==> config.mk <==
export PLATFORM = sky130hd
export DESIGN_NAME = dsh_queue
export DESIGN_NICKNAME = d
export VERILOG_FILES = /design/src/rtl/dsh_pkg.sv /design/src/rtl/dsh_queue.sv
export SDC_FILE = /design/constraint.sdc
export NUM_CORES = 1
export LEC_CHECK = 0
export BUFFER_PORTS_ARGS = -buffer_cell sky130_fd_sc_hd__buf_4
export CAP_MARGIN = 10
export CORE_ASPECT_RATIO = 1.4
export CORE_MARGIN = 2
export CORE_UTILIZATION = 50
export DETAILED_ROUTE_END_ITERATION = 6
export PLACE_DENSITY = 0.78
export SLEW_MARGIN = 10
export SYNTH_ARGS = -nofsm -noshare
export SYNTH_HDL_FRONTEND = slang
export SYNTH_SLANG_ARGS = --single-unit
==> constraint.sdc <==
create_clock -name clk -period 5.3 [get_ports clk]
set_clock_uncertainty 0.1 [all_clocks]
set_input_delay 0.53 -clock clk [delete_from_list [all_inputs] [get_ports clk]]
set_output_delay 0.53 -clock clk [all_outputs]
set_load 0.1 [all_outputs]
==> src/rtl/dsh_pkg.sv <==
// ----------------------------------------------------------------------------
// dsh_pkg
// Shared constants, types and helpers of the diamond-square heightmap core.
// ----------------------------------------------------------------------------
package dsh_pkg;

	localparam int MAX_LOG2_SIZE = 6;
	localparam int CW            = MAX_LOG2_SIZE;          // coordinate width
	localparam int AW            = 2 * MAX_LOG2_SIZE;      // height store address
	localparam int LW            = $clog2(MAX_LOG2_SIZE + 1);
	localparam int HW            = 24;

	localparam logic [1:0] CFG_INITIAL_RANGE = 2'd0;
	localparam logic [1:0] CFG_RANGE_DECAY   = 2'd1;
	localparam logic [1:0] CFG_GRID_LOG2     = 2'd2;

	localparam logic [1:0] PH_DIAMOND = 2'd0;
	localparam logic [1:0] PH_RIGHT   = 2'd1;
	localparam logic [1:0] PH_LOWER   = 2'd2;

	typedef struct packed {
		logic [CW-1:0]        x_coord;
		logic [CW-1:0]        z_coord;
		logic signed [HW-1:0] height;
		logic                 last_point;
	} dsh_res_t;

	// wrapped (x, z) to store address for a grid of side 2^lg
	function automatic logic [AW-1:0] cell_idx(input logic [CW-1:0] x,
		input logic [CW-1:0] z, input logic [LW-1:0] lg);
		logic [CW-1:0] m;
		logic [AW-1:0] ix;
		begin
			m  = CW'((1 << lg) - 1);
			ix = AW'(x & m) | (AW'(z & m) << lg);
			return ix;
		end
	endfunction

endpackage

==> src/rtl/dsh_queue.sv <==
// ----------------------------------------------------------------------------
// dsh_queue
// Two-word queue between the input port and the height engine.
// ----------------------------------------------------------------------------
module dsh_queue import dsh_pkg::*; (
	input  logic        clk,
	input  logic        arst_n,
	input  logic        in_valid,
	output logic        in_ready,
	input  logic [15:0] in_data,
	output logic        q_valid,
	input  logic        q_pop,
	output logic [15:0] q_data
);

	logic [15:0] slot_q [2];
	logic        rd_q, wr_q;
	logic [1:0]  cnt_q;
	logic        push, pop;

	assign in_ready = (cnt_q != 2'd2);
	assign q_valid  = (cnt_q != 2'd0);
	assign q_data   = slot_q[rd_q];
	assign push     = in_valid && in_ready;
	assign pop      = q_pop && q_valid;

	always_ff @(posedge clk) begin
		if (push) slot_q[wr_q] <= in_data;
	end

	always_ff @(posedge clk or negedge arst_n) begin
		if (!arst_n) begin
			rd_q  <= 1'b0;
			wr_q  <= 1'b0;
			cnt_q <= 2'd0;
		end else begin
			if (push) wr_q <= ~wr_q;
			if (pop)  rd_q <= ~rd_q;
			unique case ({push, pop})
				2'b10:   cnt_q <= cnt_q + 2'd1;
				2'b01:   cnt_q <= cnt_q - 2'd1;
				default: cnt_q <= cnt_q;
			endcase
		end
	end

endmodule

-- Word-level counts from Yosys, hierarchy flattened
Memories as Yosys holds them, arrays and structs flattened.
Index checks and enable logic that the tools add are counted.
- bitwise logic cells: 2
- divide/modulo/power cells: 0
- reduce and logical (&&, ||, !) cells: 4
- magnitude comparators: 0
- muxes and demuxes: 3
- equality and inequality tests: 3
- shifts and indexed selects: 0
- add/sub/neg operators: 2
- multiply operators: 0
- operator list (cell ; count):
    $pmux 2 s2 ; 1
    $reduce_bool 2->1 ; 2
    $add 2x1->2 const B ; 1
    $eq 2x1->1 const B ; 1
    $eq 2x2->1 const B ; 1
    $logic_and 1x1->1 ; 2
    $mux 1 ; 2
    $ne 2x2->1 const B ; 1
    $not 1->1 ; 2
    $sub 2x1->2 const B ; 1
- bits in read-only memories: 0
- memories kept: 1
- memory bits (writable): 32
- bits in latches: 0
- input bits: 20
- register bits after elaboration: 4
- memories (memory ; depth ; bits a word ; rd ports ; clocked after Yosys merged registers in ; wr ports ; line ; RTL):
    slot_q ; 2 ; 16 ; 1 ; 0 ; 1 ; dsh_queue.sv:16 ; logic [15:0] slot_q [2];

-- Logic depth before layout (Yosys ltp)
Gate-level depths: netlist of the first run.
- depth after elaboration: 4
- depth in mapped cells: 6

-- Worst setup path after synthesis of the first run
OpenSTA, ideal clock, no wires.
- path type: reg-to-reg
- from: register cnt_q[0]
- to: memory slot_q[0][0], enable pin
- setup time: 0.389 ns
- data required time: 4.811 ns
- cell stages (with the launch flop): 4
- path slack: 2.618 ns
- path buffers: 0
- arrival: 2.193 ns
- path through: dfrtp_1 -> nand2b_1 -> nand2_1 -> nor2_1
- cells in the longest elaborated chain, start to end: 4
- RTL lines (item ; line ; RTL):
    start: declaration ; dsh_queue.sv:18 ; logic [1:0] cnt_q;
    start signal: assignment ; dsh_queue.sv:40 ; 2'b10: cnt_q <= cnt_q + 2'd1;
    start signal: assignment ; dsh_queue.sv:41 ; 2'b01: cnt_q <= cnt_q - 2'd1;
    start signal: assignment ; dsh_queue.sv:42 ; default: cnt_q <= cnt_q;
    $ne 2x2->1 ; dsh_queue.sv:21 ; assign in_ready = (cnt_q != 2'd2);
    named net in_ready ; dsh_queue.sv:9 ; output logic in_ready,
    $logic_and 1x1->1 ; dsh_queue.sv:24 ; assign push = in_valid && in_ready;
    $mux 1 ; dsh_queue.sv:28 ; if (push) slot_q[wr_q] <= in_data;
    $mux 1 (implied by the code) ; dsh_queue.sv:28 ;
    end: declaration ; dsh_queue.sv:16 ;
The timed path passes the listed nets, and every way through them passes these cells.

-- Final worst setup path of the first run
- from: register rd_q
- to: output q_data[15]
- cells in the longest elaborated chain, start to end: 1
- RTL lines (item ; line ; RTL):
    start: declaration ; dsh_queue.sv:17 ; logic rd_q, wr_q;
    start signal: assignment ; dsh_queue.sv:38 ; if (pop) rd_q <= ~rd_q;
    $mem_v2 2x16 ; - ;
    end: declaration ; dsh_queue.sv:13 ; output logic [15:0] q_data
No other way between the ends.

==> out/qor_table.md, run 1 <==
| Parameter | Reported | Unit |
|---|---|---|
| Vias in the first global route | 703 | - |
| Leading post-synthesis cells by cell area | sky130_fd_sc_hd__edfxtp_1 71%, sky130_fd_sc_hd__mux2_2 13%, sky130_fd_sc_hd__dfrtp_1 7.4% | - |
| Maximum number of pins on one net before global-route repair | 18 | - |
| Rel. slew slack | 0.4957 | - |
| Share of cells above drive strength 1 | 0.5446 | - |
| Tmin final | 2.402 | ns |
| Syn. warnings | 0 | - |
| Area enclosed by the die boundary | 3157 | um^2 |
| Leftover overflow at the end of global routing | 0 | - |
| Crit path launch type | register | - |
| Max Freq | 416.3 | MHz |
| Drc violations | 0 | - |
| DR iter-0 viols | 11 | - |
| Net count of the mapped netlist | 88 | - |
| Core area | 2615 | um^2 |
| Most common cell after layout, fill and taps aside | sky130_fd_sc_hd__buf_4 | - |
| Total negative slack for setup checks | 0 | ns |
| Number of failing setup endpoints in the final timing report | 0 | - |
| Net count reported at finish | 132 | - |
| Number of buffers inserted during clock tree synthesis | 5 | - |
| Mean number of vias per cell | 4.845 | - |
| Share of the synthesized area in the top cell type | 0.7072 | - |
| Floorplan row count | 22 | - |
| Class of the most critical setup path | register to output pin | - |
| Maximum root-to-sink buffer count | 2 | - |
| Data arrival, critical path | 1.77 | ns |
| CP startpoint | rd_q | - |
| Largest driver fanout on the critical path | 17 | - |
| Least-Margin Pin Slew | 0.7565 | ns |
| Post-cts hold buffer count | 1 | - |
| Cell count after synthesis | 67 | - |
| Number of instances resized during post-cts repair | 0 | - |
| Global-route wire length before repair | 3091 | um |
| Layout Area Growth over Synthesis | 27.72 | % |
| Synth cell types | 13 | - |
| Worst skew pair latency | 0.33 | ns |
| Initial antenna violation count | 0 | - |
| Clock transition at the registers of the reported paths | 0.09 | ns |
| Most frequent cells in the layout | 38 x sky130_fd_sc_hd__buf_4, 32 x sky130_fd_sc_hd__edfxtp_1, 16 x sky130_fd_sc_hd__mux2_2 | - |
| Summed area of non-filler cells in the final layout | 1735 | um^2 |
| Setup Buffers After CTS | 0 | - |
| Total routed wirelength | 2044 | um |
| Num Clock Sinks | 36 | - |
| RD Place Congestion | 0.7026 | - |
| Startpoint of the most critical register-to-register path | cnt_q[0] | - |
| Cell accounting for the most synthesized area | sky130_fd_sc_hd__edfxtp_1 | - |
| Initial cell density of the core | 0.5196 | - |
| Average routed wire per standard cell | 13.81 | um |
| Io pins | 38 | - |
| Final Hold Vio Count | 0 | - |
| Total track usage | 0.1527 | - |
| Initial DRT Pass Iterations | 4 | - |
| Kind of end point of the critical path | output pin | - |
| Synthesized flop and latch total | 36 | - |
| Post-synthesis instance area | 1359 | um^2 |
| Final antenna-violating net count | 0 | - |
| Syn_area_per_cell | 20.28 | um^2 |
| Max cap viols | 0 | - |
| Start point of the worst min-delay path | in_data[1] | - |
| Clock root cell | sky130_fd_sc_hd__clkbuf_4 | - |
| Diode insertion count for antenna repair | 0 | - |
| RSZ-0062 raised after global routing | no | - |
| HPWL Detailed | 1452 | um |
| Count of pins over their slew limit | 0 | - |
| Tightest Hold Check Type | input pin to register | - |
| Area of placed instances | 1667 | um^2 |
| Die Span X | 48.06 | um |
| Run status | finished, final reports clean | - |
| Data required time of the worst path | 4.67 | ns |
| Number of levels in the clock H-tree | 2 | - |
| Port bufs | 37 | - |
| Crit share post-route | 0.4533 | - |
| Vias post-DR | 717 | - |
| Share of the yosys chip area belonging to registers | 0.7808 | - |
| CTS tree | done | - |
| Vertical extent of the die | 65.68 | um |
-- sequential cells by signal, summed over array words and instances, names as in the netlist --
signal	count
rd_q	1
wr_q	1
slot_q	32
cnt_q	2
-- cells in the mapped netlist --
cell type                  count
sky130_fd_sc_hd__mux2_2       16
sky130_fd_sc_hd__xor2_1        2
sky130_fd_sc_hd__nand2_1       1
sky130_fd_sc_hd__edfxtp_1     32
sky130_fd_sc_hd__ha_1          1
sky130_fd_sc_hd__dfrtp_1       4
sky130_fd_sc_hd__nand2b_1      1
sky130_fd_sc_hd__buf_6         2
sky130_fd_sc_hd__nor2_1        2
sky130_fd_sc_hd__and3_1        1
sky130_fd_sc_hd__xnor2_1       3
sky130_fd_sc_hd__or2_1         1
sky130_fd_sc_hd__and2_4        1
-- routing by layer --
metal / part of all wire / track usage / up-vias / routed length [um]
met5: 0 / 0 / - / 0
met4: 0.032 / 0.1014 / 0 / 66
met3: 0.073 / 0.07418 / 5 / 149
met2: 0.52 / 0.2283 / 25 / 1062
met1: 0.37 / 0.1626 / 346 / 765
li1: - / - / 341 / -
-- kinds of logic (layout without fill, tap and decap cells) --
kind of cell	count (synthesis)	count (layout)	synth area share
xor gates and xnor gates	5	5	0.03223
adders and majority gates	1	1	0.009207
buffers and inverters	2	47	0.01657
DFF	36	36	0.7808
muxes	16	16	0.1326
and+or+nand+nor	7	7	0.02855
-- stage by stage --
| step | hold WS (ns) | util | cells | setup slack (ns) |
|---|---|---|---|---|
| detailed placement | 0.2310 | 0.6373 | 139 | 3.235 |
| floorplan | 0.1344 | - | 67 | 2.618 |
| global placement | 0.2272 | 0.6373 | 139 | 3.238 |
| finish | 0.2769 | 0.6636 | 148 | 2.898 |
| global route | 0.2506 | 0.6636 | 148 | 2.790 |
| CTS | 0.2578 | 0.6636 | 148 | 2.840 |
-- critical path: stages, from the launching register on --
cell                      delay [ns]
sky130_fd_sc_hd__dfrtp_1        0.79
sky130_fd_sc_hd__mux2_2         0.42
sky130_fd_sc_hd__buf_4          0.23
-- cell type report --
class                   instances  area [um^2]
well taps                      36        45.04
fillers                       194        879.6
multi-input cells              29        275.3
repair buffers                 39        295.3
flip-flops and latches         36         1061
clock buffers                   8        58.81
-- path summary, 6_finish.rpt --
kind	to	slack (ns)	depth (start not counted)
hold reg to reg	wr_q	0.40	1
max in group asynchronous	wr_q	4.58	2
setup / recovery	q_data[15]	2.90	2
min in group asynchronous	cnt_q[1]	0.42	2
setup reg to reg	slot_q[0][8]	3.41	4
hold / removal	slot_q[1][1]	0.28	1
Power of run 1 is not shown: default switching activity piles up to over one toggle a cycle in this logic, so the estimate is an artifact.
==> inputs of run 2 (changes only) <==
Settings changed: ABC_AREA set to 1, CORE_UTILIZATION 50 to 46, PLACE_DENSITY 0.78 to 0.75.
Clock period 5.3 ns to 2.17 ns, I/O delays scaled along.
==> out/qor_table.md, run 2 <==
| Parameter | Reported | Unit | Change |
|---|---|---|---|
| Met3 wire length | 144 | um | -3.4% |
| Mean number of vias per cell | 4.682 | - | -3.4% |
| Number of buffers inserted during clock tree synthesis | 5 | - | unchanged |
| Post-synthesis instance area | 1423 | um^2 | +4.7% |
| Top routing layer in use | met4 | - |  |
| Syn_area_per_cell | 12.59 | um^2 | -38% |
| Vertical extent of the die | 69.80 | um | +6.3% |
| Most frequent cells in the layout | 55 x sky130_fd_sc_hd__nand2_1, 39 x sky130_fd_sc_hd__buf_4, 32 x sky130_fd_sc_hd__edfxtp_1 | - |  |
| Average routed wire per standard cell | 12.25 | um | -11% |
| Biggest regs | slot_q: 32 flops, cnt_q: 2 flops | - |  |
| Layout Area Growth over Synthesis | 27.79 | % | about the same |
| Share of the synthesized area in the top cell type | 0.6755 | - | -0.03172 |
| Share of the yosys chip area belonging to registers | 0.7458 | - | -0.03502 |
| Total track usage | 0.1534 | - | +0.0007603 |
| Crit share post-route | 0.8746 | - |  |
| Number of levels in the clock H-tree | 2 | - | unchanged |
| Total routed wirelength | 2389 | um | +17% |
| Net count of the mapped netlist | 134 | - | +52% |
| Num Clock Sinks | 36 | - | unchanged |
| Data required time of the worst path | 1.85 | ns | -2.82 ns |
| Diode insertion count for antenna repair | 0 | - | unchanged |
| Fraction of the mapped netlist area in simple logic gates | 0.1900 | - | +0.1614 |
| Post-synthesis xor/xnor area fraction | 0.006157 | - | -0.02607 |
| Prevailing post-synth register cell | sky130_fd_sc_hd__edfxtp_1 | - |  |
| Final antenna-violating net count | 0 | - | unchanged |
| Run status | finished, final reports clean | - |  |
| Startpoint of the most critical register-to-register path | cnt_q[1] | - |  |
| Vias in the first global route | 970 | - | +38% |
| Adder-Cell Fraction of Synth Area | 0.008795 | - | -0.0004130 |
| Max Freq | 526.9 | MHz |  |
| Met2 layer wire length in the routed design | 1313 | um | +24% |
| Area enclosed by the die boundary | 3560 | um^2 | +13% |
| Largest driver fanout on the critical path | 18 | - | +1 |
| Synth Area in Compound Gates | 0.003518 | - | +0.003518 |
| CTS tree | done | - |  |
| Cell count after synthesis | 113 | - | +69% |
| Cell with the most instances after synthesis | sky130_fd_sc_hd__nand2_1 | - |  |
| Max cap viols | 0 | - | unchanged |
| Async set or reset register ratio after synthesis | 0.1111 | - | unchanged |
| Drc violations | 0 | - | unchanged |
| Global-route wire length before repair | 3960 | um | +28% |
| Leading post-synthesis cells by cell area | sky130_fd_sc_hd__edfxtp_1 68%, sky130_fd_sc_hd__nand2_1 15%, sky130_fd_sc_hd__dfrtp_1 7.0% | - |  |
| Die Span X | 51 | um | +6.1% |
| Synthesized flop and latch total | 36 | - | unchanged |
| Number of flops mapped to enable cells by yosys | 32 | - | unchanged |
| HPWL Detailed | 1734 | um | +19% |
| Tightest Hold Check Type | input pin to register | - |  |
| Wire length on met1 | 884 | um | +16% |
| Setup Buffers After CTS | 0 | - | unchanged |
| Initial DRT Pass Iterations | 4 | - | unchanged |
| Register with the most flip-flops | slot_q | - |  |
| Synth cell types | 16 | - | +3 |
| Net count reported at finish | 178 | - | +35% |
| Least-Margin Pin Slew | 0.6533 | ns | -0.1032 ns |
| Share of cells above drive strength 1 | 0.3165 | - | -0.2282 |
| Total negative slack for setup checks | 0 | ns | unchanged |
| Initial antenna violation count | 0 | - | unchanged |
| Data arrival, critical path | 1.58 | ns | -0.19 ns |
| Most common cell after layout, fill and taps aside | sky130_fd_sc_hd__nand2_1 | - |  |
| Worst skew pair latency | 0.28 | ns | -0.05 ns |
| Count of pins over their slew limit | 0 | - | unchanged |
| Class of the most critical setup path | register to output pin | - |  |
| Number of flip-flops in the largest register | 32 | - | unchanged |
| Number of placed instances with taps included | 186 | - | +34% |
| Core area | 2907 | um^2 | +11% |
| Floorplan row count | 23 | - | +4.5% |
| RD Place Congestion | 0.7351 | - | +4.6% |
| Worst hold path stage count | 1 | - | unchanged |
| Multiplexer share of the synthesized area | 0 | - | -0.1326 |
| Rel. slew slack | 0.5645 | - | +0.06878 |
| Post-synth top cells | 55 x sky130_fd_sc_hd__nand2_1, 32 x sky130_fd_sc_hd__edfxtp_1, 5 x sky130_fd_sc_hd__inv_1, 4 x sky130_fd_sc_hd__dfrtp_1, 3 x sky130_fd_sc_hd__buf_6 | - |  |
| Initial cell density of the core | 0.4895 | - | -0.03016 |
| Internal reg-to-reg setup slack | 0.64 | ns | -2.77 ns |
| Tmin final | 1.898 | ns |  |
| Final std cells w/o fill | 195 | - | +32% |
| Port bufs | 37 | - | unchanged |
| Crit path launch type | register | - |  |
| Combinational family with the most area after synthesis | simple AND/OR/NAND/NOR gates | - |  |
| Final Hold Vio Count | 0 | - | unchanged |
| Clock root cell | sky130_fd_sc_hd__clkbuf_8 | - |  |
| Cell accounting for the most synthesized area | sky130_fd_sc_hd__edfxtp_1 | - |  |
| Kind of end point of the critical path | output pin | - |  |
| Start point of the worst min-delay path | in_data[3] | - |  |
| Io pins | 38 | - | unchanged |
| Clock transition at the registers of the reported paths | 0.06 | ns | -0.03 ns |
| Worst hold path endpoint | slot_q[0][3] | - |  |
| End of the worst register-to-register path | cnt_q[1] | - |  |
| Syn. warnings | 0 | - | unchanged |
| Number of failing setup endpoints in the final timing report | 0 | - | unchanged |
| Leftover overflow at the end of global routing | 0 | - | unchanged |
| FILL cells | 231 | - | +19% |
| Maximum root-to-sink buffer count | 2 | - | unchanged |
| End-of-flow core utilization | 0.6255 | - | -0.03815 |
| RSZ-0062 raised after global routing | no | - |  |
| Maximum number of pins on one net before global-route repair | 19 | - | +1 |
| Reg2reg path depth | 9 | - | +5 |
| Vias post-DR | 913 | - | +27% |
| DR iter-0 viols | 23 | - | +12 |
| Number of instances resized during post-cts repair | 0 | - | unchanged |
| Tightest hold margin | 0.01570 | ns | -0.2612 ns |
run 2: cell types whose count changed in the layout (fill, tap and decap cells not counted), moves of 4 or more:
cell / delta
sky130_fd_sc_hd__inv_1: +5
sky130_fd_sc_hd__mux2_2: -16
sky130_fd_sc_hd__clkbuf_8: +4
sky130_fd_sc_hd__clkbuf_4: -5
sky130_fd_sc_hd__nand2_1: +54
run 2: logic make-up (layout without fill, tap and decap cells):
family,Yosys count,in the layout
compound gates,1,1
fa+ha+maj,1,1
simple gates,64,64
xor+xnor,1,1
buf+inv,10,55
flops,36,36
run 2: worst max-delay path by stage:
stage                   from           end  slack (ns)  cells past startpoint
global placement        rd_q    q_data[15]        0.60                      4
global route            rd_q    q_data[13]        0.12                      4
finish                  rd_q     q_data[1]        0.27                      4
CTS                     rd_q     q_data[1]        0.25                      4
floorplan           cnt_q[0]  slot_q[0][0]        0.17                      4
detailed placement      rd_q     q_data[1]        0.55                      4
run 2: layer usage:
metal  vias to the layer above  track usage
li1                        458            -
met1                       415       0.1532
met2                        36       0.2655
met3                         4      0.04741
met4                         0      0.09610
met5                         -            0
run 2: final cells by class:
cell class / instances / area (um^2) / area share
multi-input cells: 67 / 296.5 / 0.1631
repair buffers: 40 / 302.8 / 0.1666
inverters: 7 / 31.28 / 0.01721
well taps: 37 / 46.29 / 0.02546
clock buffers: 7 / 76.32 / 0.04198
flip-flops and latches: 36 / 1061 / 0.5836
clock inverters: 1 / 3.754 / 0.002065
run 2: worst max-delay path, stage by stage, from the launching register on:
cell and delay, ns:
sky130_fd_sc_hd__dfrtp_1 0.76, sky130_fd_sc_hd__inv_6 0.15, sky130_fd_sc_hd__nand2_1 0.11, sky130_fd_sc_hd__nand2_1 0.05
sky130_fd_sc_hd__buf_4 0.22
run 2: metrics by stage:
step	setup WS (ns)	cell area, um^2
finish	0.2721	1818
global route	0.1203	1818
floorplan	0.1695	1423
global placement	0.6017	1728
detailed placement	0.5480	1728
CTS	0.2452	1818
run 2: what timing repair did:
action / CTS / global route
setup endpoints to repair: 0 / 0
hold buffers: 1 / 0
hold endpoints to repair: 4 / 0
Power of run 2 is left out for the same reason.
